File: src/design/rrtq_pkg.sv
// Package: shared constants, types and helpers for the round-robin thread queue.
package rrtq_pkg;

  localparam int MAX_THREADS = 16;
  localparam int ID_BITS     = 16;
  localparam int IDX_W       = $clog2(MAX_THREADS);
  localparam int CNT_W       = $clog2(MAX_THREADS + 1);

  localparam int FIFO_DEPTH  = 2;
  localparam int FPTR_W      = $clog2(FIFO_DEPTH);
  localparam int FCNT_W      = $clog2(FIFO_DEPTH + 1);

  typedef enum logic [1:0] {
    OP_ADMIT  = 2'd0,
    OP_REMOVE = 2'd1,
    OP_NEXT   = 2'd2,
    OP_NOP    = 2'd3
  } op_e;

  typedef enum logic [2:0] {
    ST_OK        = 3'd0,
    ST_EMPTY     = 3'd1,
    ST_FULL      = 3'd2,
    ST_NOT_FOUND = 3'd3,
    ST_DUPLICATE = 3'd4
  } status_e;

  typedef enum logic [1:0] {
    ES_IDLE,
    ES_SCAN,
    ES_SHIFT,
    ES_PICK
  } eng_state_e;

  typedef struct packed {
    op_e                op;
    logic [ID_BITS-1:0] id;
  } cmd_t;

  typedef struct packed {
    logic [ID_BITS-1:0] picked_id;
    logic               picked_valid;
    status_e            status;
    logic [CNT_W-1:0]   count;
  } res_t;

  // Physical slot of logical position off in the ring starting at base.
  function automatic logic [IDX_W-1:0] ring_idx(input logic [IDX_W-1:0] base,
                                                input logic [CNT_W-1:0] off);
    logic [CNT_W:0] sum;
    sum = (CNT_W + 1)'(base) + (CNT_W + 1)'(off);
    if (sum >= (CNT_W + 1)'(MAX_THREADS)) begin
      sum = sum - (CNT_W + 1)'(MAX_THREADS);
    end
    return IDX_W'(sum);
  endfunction

endpackage

File: src/design/rrtq_front.sv
// Front end: accepts and classifies requests into a short command queue.
module rrtq_front (
  input  logic                          clk_i,
  input  logic                          rst_ni,
  input  logic                          push,
  output logic                          full,
  input  logic [1:0]                    operation_i,
  input  logic [15:0]                   thread_id_i,
  output logic                          cmd_valid_o,
  output rrtq_pkg::cmd_t                cmd_o,
  input  logic                          cmd_pop_i
);

  rrtq_pkg::cmd_t                    slot_q [rrtq_pkg::FIFO_DEPTH];
  logic [rrtq_pkg::FPTR_W-1:0]       wr_q, wr_d, rd_q, rd_d;
  logic [rrtq_pkg::FCNT_W-1:0]       cnt_q, cnt_d;
  rrtq_pkg::cmd_t                    dec;
  logic                              do_push, do_pop;

  always_comb begin
    dec.id = rrtq_pkg::ID_BITS'(thread_id_i);
    // every 2-bit code names an operation; the unused code is a no-op
    dec.op = rrtq_pkg::op_e'(operation_i);
  end

  assign full        = (cnt_q == rrtq_pkg::FCNT_W'(rrtq_pkg::FIFO_DEPTH));
  assign cmd_valid_o = (cnt_q != '0);
  assign cmd_o       = slot_q[rd_q];
  assign do_push     = push && !full;
  assign do_pop      = cmd_pop_i && cmd_valid_o;

  always_comb begin
    wr_d  = wr_q;
    rd_d  = rd_q;
    cnt_d = cnt_q;
    if (do_push) begin
      wr_d = (wr_q == rrtq_pkg::FPTR_W'(rrtq_pkg::FIFO_DEPTH - 1)) ? '0 : wr_q + 1'b1;
    end
    if (do_pop) begin
      rd_d = (rd_q == rrtq_pkg::FPTR_W'(rrtq_pkg::FIFO_DEPTH - 1)) ? '0 : rd_q + 1'b1;
    end
    if (do_push && !do_pop) begin
      cnt_d = cnt_q + 1'b1;
    end else if (do_pop && !do_push) begin
      cnt_d = cnt_q - 1'b1;
    end
  end

  always_ff @(posedge clk_i or negedge rst_ni) begin
    if (!rst_ni) begin
      wr_q  <= '0;
      rd_q  <= '0;
      cnt_q <= '0;
    end else begin
      wr_q  <= wr_d;
      rd_q  <= rd_d;
      cnt_q <= cnt_d;
    end
  end

  always_ff @(posedge clk_i) begin
    if (do_push) begin
      slot_q[wr_q] <= dec;
    end
  end

endmodule

File: src/design/rrtq_back.sv
// Back end: executes commands on the ring of thread IDs held in a slot memory.
module rrtq_back (
  input  logic                 clk_i,
  input  logic                 rst_ni,
  input  logic                 cmd_valid_i,
  input  rrtq_pkg::cmd_t       cmd_i,
  output logic                 cmd_pop_o,
  input  logic                 res_space_i,
  output logic                 res_push_o,
  output rrtq_pkg::res_t       res_o
);

  rrtq_pkg::eng_state_e              state_q, state_d;
  logic [rrtq_pkg::IDX_W-1:0]        head_q, head_d;
  logic [rrtq_pkg::CNT_W-1:0]        cnt_q, cnt_d;
  logic [rrtq_pkg::CNT_W-1:0]        idx_q, idx_d;
  logic [rrtq_pkg::IDX_W-1:0]        wr_q, wr_d;
  logic                              pend_q, pend_d;
  rrtq_pkg::op_e                     op_q, op_d;
  logic [rrtq_pkg::ID_BITS-1:0]      id_q, id_d;

  logic [rrtq_pkg::ID_BITS-1:0]      mem_q [rrtq_pkg::MAX_THREADS];
  logic [rrtq_pkg::ID_BITS-1:0]      rdata_q, wdata;
  logic [rrtq_pkg::IDX_W-1:0]        raddr, waddr;
  logic                              we, hit;

  always_ff @(posedge clk_i) begin
    if (we) begin
      mem_q[waddr] <= wdata;
    end
    rdata_q <= mem_q[raddr];
  end

  assign hit = pend_q && (rdata_q == id_q);

  always_comb begin
    state_d    = state_q;
    head_d     = head_q;
    cnt_d      = cnt_q;
    idx_d      = idx_q;
    wr_d       = wr_q;
    pend_d     = 1'b0;
    op_d       = op_q;
    id_d       = id_q;
    cmd_pop_o  = 1'b0;
    res_push_o = 1'b0;
    res_o      = '{picked_id: '0, picked_valid: 1'b0, status: rrtq_pkg::ST_OK, count: cnt_q};
    raddr      = rrtq_pkg::ring_idx(head_q, idx_q);
    waddr      = rrtq_pkg::ring_idx(head_q, cnt_q);
    wdata      = id_q;
    we         = 1'b0;

    unique case (state_q)
      rrtq_pkg::ES_IDLE: begin
        if (cmd_valid_i && res_space_i) begin
          cmd_pop_o = 1'b1;
          op_d      = cmd_i.op;
          id_d      = cmd_i.id;
          idx_d     = '0;
          unique case (cmd_i.op)
            rrtq_pkg::OP_ADMIT: begin
              if (cnt_q >= rrtq_pkg::CNT_W'(rrtq_pkg::MAX_THREADS)) begin
                res_push_o   = 1'b1;
                res_o.status = rrtq_pkg::ST_FULL;
              end else begin
                state_d = rrtq_pkg::ES_SCAN;
              end
            end
            rrtq_pkg::OP_REMOVE: state_d = rrtq_pkg::ES_SCAN;
            rrtq_pkg::OP_NEXT: begin
              if (cnt_q == '0) begin
                res_push_o   = 1'b1;
                res_o.status = rrtq_pkg::ST_EMPTY;
              end else begin
                raddr   = head_q;
                state_d = rrtq_pkg::ES_PICK;
              end
            end
            default: res_push_o = 1'b1;
          endcase
        end
      end

      rrtq_pkg::ES_SCAN: begin
        // reads run one slot ahead of the compare
        if (hit) begin
          if (op_q == rrtq_pkg::OP_ADMIT) begin
            res_push_o   = 1'b1;
            res_o.status = rrtq_pkg::ST_DUPLICATE;
            state_d      = rrtq_pkg::ES_IDLE;
          end else begin
            // idx_q already points one past the match
            state_d = rrtq_pkg::ES_SHIFT;
          end
        end else if (idx_q == cnt_q) begin
          res_push_o = 1'b1;
          state_d    = rrtq_pkg::ES_IDLE;
          if (op_q == rrtq_pkg::OP_ADMIT) begin
            we          = 1'b1;
            cnt_d       = cnt_q + 1'b1;
            res_o.count = cnt_q + 1'b1;
          end else begin
            res_o.status = rrtq_pkg::ST_NOT_FOUND;
          end
        end else begin
          pend_d = 1'b1;
          idx_d  = idx_q + 1'b1;
        end
      end

      rrtq_pkg::ES_SHIFT: begin
        if (pend_q) begin
          we    = 1'b1;
          waddr = rrtq_pkg::ring_idx(head_q, rrtq_pkg::CNT_W'(wr_q));
          wdata = rdata_q;
        end
        if (idx_q < cnt_q) begin
          pend_d = 1'b1;
          wr_d   = rrtq_pkg::IDX_W'(idx_q - 1'b1);
          idx_d  = idx_q + 1'b1;
        end else begin
          cnt_d       = cnt_q - 1'b1;
          res_push_o  = 1'b1;
          res_o.count = cnt_q - 1'b1;
          state_d     = rrtq_pkg::ES_IDLE;
        end
      end

      rrtq_pkg::ES_PICK: begin
        // head rotates to the tail
        we                 = 1'b1;
        wdata              = rdata_q;
        head_d             = rrtq_pkg::ring_idx(head_q, rrtq_pkg::CNT_W'(1));
        res_push_o         = 1'b1;
        res_o.picked_id    = rdata_q;
        res_o.picked_valid = 1'b1;
        state_d            = rrtq_pkg::ES_IDLE;
      end

      default: state_d = rrtq_pkg::ES_IDLE;
    endcase
  end

  always_ff @(posedge clk_i or negedge rst_ni) begin
    if (!rst_ni) begin
      state_q <= rrtq_pkg::ES_IDLE;
      head_q  <= '0;
      cnt_q   <= '0;
      pend_q  <= 1'b0;
    end else begin
      state_q <= state_d;
      head_q  <= head_d;
      cnt_q   <= cnt_d;
      pend_q  <= pend_d;
    end
  end

  always_ff @(posedge clk_i) begin
    idx_q <= idx_d;
    wr_q  <= wr_d;
    op_q  <= op_d;
    id_q  <= id_d;
  end

endmodule

File: src/design/rrtq_out.sv
// Result queue: holds finished results until the consumer pops them.
module rrtq_out (
  input  logic                 clk_i,
  input  logic                 rst_ni,
  input  logic                 res_push_i,
  input  rrtq_pkg::res_t       res_i,
  output logic                 res_space_o,
  output logic                 empty,
  input  logic                 pop,
  output rrtq_pkg::res_t       res_o
);

  rrtq_pkg::res_t                    slot_q [rrtq_pkg::FIFO_DEPTH];
  logic [rrtq_pkg::FPTR_W-1:0]       wr_q, wr_d, rd_q, rd_d;
  logic [rrtq_pkg::FCNT_W-1:0]       cnt_q, cnt_d;
  logic                              do_push, do_pop;

  assign res_space_o = (cnt_q != rrtq_pkg::FCNT_W'(rrtq_pkg::FIFO_DEPTH));
  assign empty       = (cnt_q == '0);
  assign res_o       = slot_q[rd_q];
  assign do_push     = res_push_i && res_space_o;
  assign do_pop      = pop && !empty;

  always_comb begin
    wr_d  = wr_q;
    rd_d  = rd_q;
    cnt_d = cnt_q;
    if (do_push) begin
      wr_d = (wr_q == rrtq_pkg::FPTR_W'(rrtq_pkg::FIFO_DEPTH - 1)) ? '0 : wr_q + 1'b1;
    end
    if (do_pop) begin
      rd_d = (rd_q == rrtq_pkg::FPTR_W'(rrtq_pkg::FIFO_DEPTH - 1)) ? '0 : rd_q + 1'b1;
    end
    if (do_push && !do_pop) begin
      cnt_d = cnt_q + 1'b1;
    end else if (do_pop && !do_push) begin
      cnt_d = cnt_q - 1'b1;
    end
  end

  always_ff @(posedge clk_i or negedge rst_ni) begin
    if (!rst_ni) begin
      wr_q  <= '0;
      rd_q  <= '0;
      cnt_q <= '0;
    end else begin
      wr_q  <= wr_d;
      rd_q  <= rd_d;
      cnt_q <= cnt_d;
    end
  end

  always_ff @(posedge clk_i) begin
    if (do_push) begin
      slot_q[wr_q] <= res_i;
    end
  end

endmodule

File: src/design/round_robin_thread_queue_top.sv
// Top level: round-robin ready queue of thread IDs.
//
//   channel   handshake         payload
//   request   push / full       operation_i, thread_id_i
//   result    empty / pop       picked_id_o, picked_valid_o, status_o, queue_count_o
//
// A transaction waits in the command queue until the engine is idle and a result slot
// is free; its result reaches the ports once older results are popped. No-op, full and
// empty are answered from idle; next moves the head to the tail; admit and remove scan
// the queue, a duplicate admit stops at its match and a remove hit shifts later IDs down.
// Slot memory reads are registered. Reset empties the queue; slots stay undefined. A
// stalled result side stops the engine only when both result slots are taken.
module round_robin_thread_queue_top (
  input  logic        clk_i,
  input  logic        rst_ni,
  input  logic        push,
  output logic        full,
  input  logic [1:0]  operation_i,
  input  logic [15:0] thread_id_i,
  output logic        empty,
  input  logic        pop,
  output logic [15:0] picked_id_o,
  output logic        picked_valid_o,
  output logic [2:0]  status_o,
  output logic [4:0]  queue_count_o
);

  logic           cmd_valid, cmd_pop, res_space, res_push;
  rrtq_pkg::cmd_t cmd;
  rrtq_pkg::res_t res_in, res_out;

  rrtq_front u_front (
    .clk_i       (clk_i),
    .rst_ni      (rst_ni),
    .push        (push),
    .full        (full),
    .operation_i (operation_i),
    .thread_id_i (thread_id_i),
    .cmd_valid_o (cmd_valid),
    .cmd_o       (cmd),
    .cmd_pop_i   (cmd_pop)
  );

  rrtq_back u_back (
    .clk_i       (clk_i),
    .rst_ni      (rst_ni),
    .cmd_valid_i (cmd_valid),
    .cmd_i       (cmd),
    .cmd_pop_o   (cmd_pop),
    .res_space_i (res_space),
    .res_push_o  (res_push),
    .res_o       (res_in)
  );

  rrtq_out u_out (
    .clk_i       (clk_i),
    .rst_ni      (rst_ni),
    .res_push_i  (res_push),
    .res_i       (res_in),
    .res_space_o (res_space),
    .empty       (empty),
    .pop         (pop),
    .res_o       (res_out)
  );

  assign picked_id_o    = 16'(res_out.picked_id);
  assign picked_valid_o = res_out.picked_valid;
  assign status_o       = 3'(res_out.status);
  assign queue_count_o  = 5'(res_out.count);

endmodule

File: config.mk
export PLATFORM = sky130hd
export DESIGN_NAME = round_robin_thread_queue_top
export DESIGN_NICKNAME = d
export VERILOG_FILES = /design/src/design/rrtq_pkg.sv /design/src/design/rrtq_front.sv /design/src/design/rrtq_back.sv /design/src/design/rrtq_out.sv /design/src/design/round_robin_thread_queue_top.sv
export SDC_FILE = /design/constraint.sdc
export NUM_CORES = 1
export LEC_CHECK = 0
export ABC_AREA = 1
export BUFFER_PORTS_ARGS = -buffer_cell sky130_fd_sc_hd__buf_2
export CAP_MARGIN = 20
export CELL_PAD_IN_SITES_DETAIL_PLACEMENT = 1
export CELL_PAD_IN_SITES_GLOBAL_PLACEMENT = 2
export CORE_ASPECT_RATIO = 1.25
export CORE_MARGIN = 2
export CORE_UTILIZATION = 37
export CTS_CLUSTER_SIZE = 28
export DETAILED_ROUTE_END_ITERATION = 12
export PLACE_DENSITY_LB_ADDON = 0.1
export SETUP_SLACK_MARGIN = 0.15
export SLEW_MARGIN = 15
export SYNTH_ARGS = -nofsm -noshare
export SYNTH_HDL_FRONTEND = slang
export SYNTH_HIERARCHICAL = 1
export SYNTH_SLANG_ARGS = --single-unit
File: constraint.sdc
create_clock -name clk_i -period 3.33 [get_ports clk_i]
set_input_delay 0.666 -clock clk_i [delete_from_list [all_inputs] [get_ports clk_i]]
set_output_delay 0.666 -clock clk_i [all_outputs]
set_load 0.005 [all_outputs]
# ---- Word-level counts from Yosys, hierarchy flattened
# Memory sizes are Yosys's and may differ from the RTL's. A register that Yosys moved wholly into a read port is not among the register bits.
# Cells that the tools add are included.
dict set report totals {
  latchBits 0
  rom_bits 0
  output_inout_bits 27
  word_cells 169
  regBits 47
  ramBits 342
  in_bits 22
  memories 3
}
# memory depth width rd rd_ports_with_merged_regs wr line_no
set memory_table {}
lappend memory_table {u_back.mem_q 16 16 1 1 1 rrtq_back.sv:22} ;# logic [rrtq_pkg::ID_BITS-1:0] mem_q [rrtq_pkg::MAX_THREADS];
lappend memory_table {u_out.slot_q 2 25 1 0 1 rrtq_out.sv:13} ;# rrtq_pkg::res_t slot_q [rrtq_pkg::FIFO_DEPTH];
lappend memory_table {u_front.slot_q 2 18 1 0 1 rrtq_front.sv:14} ;# rrtq_pkg::cmd_t slot_q [rrtq_pkg::FIFO_DEPTH];
dict set report op_classes {
  mul 0
  addsub 20
  n_bitwise 0
  div_mod_pow 0
  order_cmp 6
  n_reduce_logical 31
  eq_ne 19
  mux 76
  shift 0
}
# op n
set op_table {}
lappend op_table {{$mux W5} 9}
lappend op_table {{$mux W4} 10}
lappend op_table {{$pmux W16 S2} 1}
lappend op_table {{$mux W1} 26}
lappend op_table {{$mux W2} 13}
lappend op_table {{$pmux W5 S2} 2}
lappend op_table {{$sub A4 B1 Y4 const B} 5}
lappend op_table {{$mux W17} 1}
lappend op_table {{$eq A16 B16 Y1} 1}
lappend op_table {{$mux W16} 1}
lappend op_table {{$ge A5 B5 Y1 const B} 3}
lappend op_table {{$pmux W5 S3} 1}
lappend op_table {{$add A4 B5 Y6} 2}
lappend op_table {{$ge A6 B5 Y1 const B} 2}
lappend op_table {{$pmux W3 S2} 2}
lappend op_table {{$add A5 B1 Y5 const B} 2}
lappend op_table {{$logic_and A1 B1 Y1} 10}
lappend op_table {{$mux W3} 3}
lappend op_table {{$eq A2 B2 Y1 const B} 4}
lappend op_table {{$logic_not A2 Y1} 4}
lappend op_table {{$ne A2 B2 Y1 const B} 4}
lappend op_table {{$pmux W2 S4} 1}
lappend op_table {{$reduce_bool A2 Y1} 4}
lappend op_table {{$mux W7} 1}
lappend op_table {{other kinds (24)} 40}

# ---- Longest topological paths before layout
dict set report depth {
  word_depth 10
  depth_mapped 21
  ltp_nobuf 20
}

# ---- Modules after synthesis
# Netlist, hierarchy kept.
# module area_each_um2 instances seq_area_each_um2 cells_per_inst
set modules_own_cells {}
lappend modules_own_cells {rrtq_back 15219.6 1 9118.7 1635}
lappend modules_own_cells {rrtq_out 2065.7 1 1601.5 159}
lappend modules_own_cells {rrtq_front 1552.7 1 1181.1 125}

# ---- Least setup slack after synthesis
# Ideal clock, no wire load.
dict set report synth_timing {
  kind {register to register}
  from {reg u_back/cnt_q[3] (netlist name)}
  to {mem u_out/slot_q[0][0] (netlist name) (enable)}
  n_path_buf 0
  period_less_slack_ps 3399
  required_ps 2923
  setup_time_ps 407
  stages_incl_launch_ff 14
  setup_slack_ps -69
  t_arrival_ps 2992
  cell_sequence {dfrtp_1 > clkinv_1 > ha_1 > nand2_1 > or2_2 > nand3_1 > nand2_1 > nand2_1 > nor2_1 > nand2_1 > nand2_1 > nand2_1 > nand2_4 > nor2_1}
}
dict set report synth_between {
  elab_chain_len 8
  elab_cells_between_ends 15
  classes_between {order compare (2); eq/ne (1); mux (10); reduce/logical (2)}
}
# item line_no
set synth_rtl {}
lappend synth_rtl {{from (decl)} rrtq_back.sv:15} ;# logic [rrtq_pkg::CNT_W-1:0] cnt_q, cnt_d;
lappend synth_rtl {{from (signal assigned)} rrtq_back.sv:153} ;# cnt_q <= cnt_d;
lappend synth_rtl {{$ge A5 B5 Y1 / $logic_not A5 Y1 (equally long branches)} {rrtq_back.sv:62, rrtq_back.sv:71}}
lappend synth_rtl {{$mux W1, on equally long branches} {rrtq_back.sv:62, rrtq_back.sv:71}}
lappend synth_rtl {{$pmux W1 S3} rrtq_back.sv:60} ;# unique case (cmd_i.op)
lappend synth_rtl {{$mux W1} rrtq_back.sv:55} ;# if (cmd_valid_i && res_space_i) begin
lappend synth_rtl {{$pmux W1 S4 *} rrtq_back.sv:53} ;# unique case (state_q)
lappend synth_rtl {{named net res_push} round_robin_thread_queue_top.sv:28} ;# logic cmd_valid, cmd_pop, res_space, res_push;
lappend synth_rtl {{$logic_and A1 B1 Y1 *} rrtq_out.sv:21} ;# assign do_push = res_push_i && res_space_o;
lappend synth_rtl {{$mux W1 *} rrtq_out.sv:54} ;# if (do_push) begin
lappend synth_rtl {{$mux W1 (not written as such) *} rrtq_out.sv:55} ;# slot_q[wr_q] <= res_i;
lappend synth_rtl {{to (decl)} rrtq_out.sv:13}
# Mark *: on every way through the listed nets, which the timed path passes. The rest lies on a longest branch.

# ---- Final worst setup path
dict set report layout_timing {
  from {reg u_back/cnt_q[0] (netlist name)}
  to {mem u_back/mem_q[4][0] (netlist name) (enable)}
}
dict set report layout_between {
  elab_chain_len 6
  elab_cells_between_ends 12
  classes_between {add/sub (2); order compare (1); eq/ne (1); mux (8)}
}
# item line_no
set layout_rtl {}
lappend layout_rtl {{parallel branches: the longest is 6 deep, another holds $add A4 B5 Y6} n/a}
lappend layout_rtl {{to (decl)} rrtq_back.sv:22}
# Parallel ways; which one is timed is not known.

==> impl_results.md <==
* Setup Fix Bufs, Post-CTS at 0
* Cells after Synth at 1,919
* Kind of critical path: reg -> reg
* Drt first-iter violations at 646
* Bufs on Longest Clock Path at 3
* Yosys top cell area share at 58.82%
* Post-cts gate resize count at 0
* Final HPWL DP at 37,580 µm
* Most common cell in the synthesized netlist: nand2_1
* Period minus WS final at 2.972 ns
* Port Buffers at 48
* Grt ovf at 0
* Post-Synth XOR/XNOR Area at 1.023%
* Setup violations, final at 0
* Drt wl/cell at 20.46 µm
* Core Region at 50,420 µm²
* Final cycle utilization of the critical path at 89.25%
* R2R Setup Slk at 0.36 ns
* GRT Total Usage at 21.49%
* Uppermost layer routed: met4
* H-Tree Depth at 2
* Final Max Slew Viols at 0
* Antenna violations before repair at 0
* Vias in the first global route at 13,850
* Asr flop ratio synth at 4.938%
* Main area contributors after synthesis: edfxtp_1, nand2_1, nand3_1
* Gp weighted congestion at 0.8236
* Vias at 13,320
* Critical Path AT at 3.20 ns
* M1 WL at 23,640 µm
* Largest family of logic cells by synthesized area: simple AND/OR/NAND/NOR gates
* Share of cells above drive strength 1 at 11.59%
* Mean post-synth cell area at 9.817 µm²
* Reg2Reg Launch Point: u_back/cnt_q[0]
* Clk sinks at 405
* Cts bufs inserted at 42
* DIE WIDTH at 205.8 µm
* Compound-Gate Fraction of Synth Area at 2.072%
* EDFF count, synth at 369
* R2R depth at 9
* Global-route wire length before repair at 84,490 µm
* Yosys warning count at 6
* Adder-Cell Fraction of Synth Area at 1.979%
* Max cap viols at 0
* Post-synthesis sequential area ratio at 63.18%
* Unrepaired setup endpoints after global routing: true
* Type of origin of the critical path: flip-flop
* DRT Pass-1 Iters at 5
* Die area at 52,750 µm²
* Worst-margin pin slew at 1.117 ns
* CP required at 3.56 ns
* DR WL met3 at 1445 µm
* Pre-CTS setup slack at 0.3361 ns
* Synth-to-Final Area Change at 14.14%
* Final hold vios at 0
* Clk_lat worst skew at 0.56 ns
* Drt total wl at 55,460 µm
* Max Clock Skew at 0.02134 ns
* WL met2 at 28,650 µm
* Worst slew margin at 24.53%
* DRC Markers at 0
* Critical Path Sink Type: flip-flop
* Main synth FF type: edfxtp_1
* CTS tree: built
* Hold crit path type: in -> async
* Reg clk slew, reported paths at 0.06 ns
* Worst r2r dst: u_back/mem_q[4][0]
* Simple-gate share of the synthesized area at 22.06%
* Rows at 92
* DR vias/cell at 4.912
* Worst Setup SP: u_back/cnt_q[0]
* Post-synthesis cell area at 18,840 µm²
* Final #Nets at 2,071
* Status: finished clean
* Yosys reg bits at 405
* Pin count of the biggest net entering global routing at 65
* Initial Util at 37.36%
* Synth cell types at 41
* Most common library cells after synthesis: nand2_1, edfxtp_1, inv_1
* Syn Nets at 1,969
* Number of routed nets with antenna violations at 0
* Die height at 256.3 µm
* I/O pin total at 49
* Antenna Cells at 0
* Post-synthesis mux area share at 0%
* Crit path max fanout at 16
* CTS Root Cell: clkbuf_16
* Fmax at 336.5 MHz
* Final worst slack at 0.3581 ns
* CTS Hold Bufs at 0
* Yosys top cell by area: edfxtp_1
through the flow:
stage | std cells | hold slack, ns | util (%) | setup TNS [ns] | area [µm²]
final | 2711 | 0.1094 | 42.65 | 0 | 21500
after floorplan | 1919 | 0.3704 | - | -3.430 | 18840
after CTS | 2711 | 0.1005 | 42.61 | 0 | 21490
after global placement | 2635 | 0.4586 | 40.05 | 0 | 20190
after global routing | 2711 | 0.1084 | 42.65 | 0 | 21500
after detailed placement | 2635 | 0.4688 | 40.05 | 0 | 20190
layout make-up:
type                            count  area [µm²]
Sequential cell                   405       11900
Timing Repair Buffer              126       929.6
Fill cell                        5717       28920
Tap cell                          658       823.3
Clock inverter                     21       151.4
Multi-Input combinational cell   1082        5184
Inverter                          364        1369
Clock buffer                       55        1141
worst max path at each step:
stage,to,slack [ns],depth (start not counted)
6_report,u_back/mem_q[4][0],0.36,9
5_1_grt,u_back/mem_q[2][4],0.13,11
4_1_cts,u_out/cnt_q[1],0.32,17
3_5_place_dp,u_back/mem_q[5][0],0.34,9
3_3_place_gp,u_out/cnt_q[1],0.37,17
2_1_floorplan,u_out/slot_q[0][0],-0.07,13
layer usage:
layer,global-route usage (%),vias to the layer above
met1,26.87,6684
met3,2.415,80
met2,38.44,172
met5,0,-
met4,6.964,0
li1,-,6380
flip-flops by register name (all words and copies together), names as in the netlist, 5 cells and up:
signal,flops
u_back/cnt_q,5
u_back/rdata_q,16
u_back/id_q,16
u_front/slot_q,36
u_out/slot_q,50
u_back/mem_q,256
u_back/idx_q,5
cells in the final DEF (no fill, tap or decap), types with 18 or more instances in the layout:
master | synthesis | layout
ha_1 | 25 | 25
buf_2 | 23 | 48
nand2_1 | 577 | 577
o22ai_1 | 18 | 18
nor2_2 | 1 | 20
edfxtp_1 | 369 | 369
o21ai_0 | 19 | 19
clkbuf_16 | 0 | 43
nor2_1 | 73 | 54
dfrtp_1 | 20 | 18
inv_1 | 357 | 357
nand3_1 | 276 | 276
buf_4 | 18 | 69
cells by family after synthesis:
kind of cell	after synthesis
XOR/XNOR	22
AND/OR/NAND/NOR	967
buffers and inverters	432
AO/OA/AOI/OAI	65
adder cells (fa/ha/maj)	28
flip-flops	405
critical path: stages, from the launching register on:
cell and delay, ns:
dfrtp_1 0.47, ha_1 0.27, fa_1 0.43, or2_2 0.30, o21ai_0 0.16, inv_1 0.14
nor2_1 0.29, nand3_1 0.14, nor2_2 0.13, buf_4 0.31
Power is left out: the tool's default activity adds up to more than one toggle a clock period on the data nets, which glitch-free logic cannot reach.
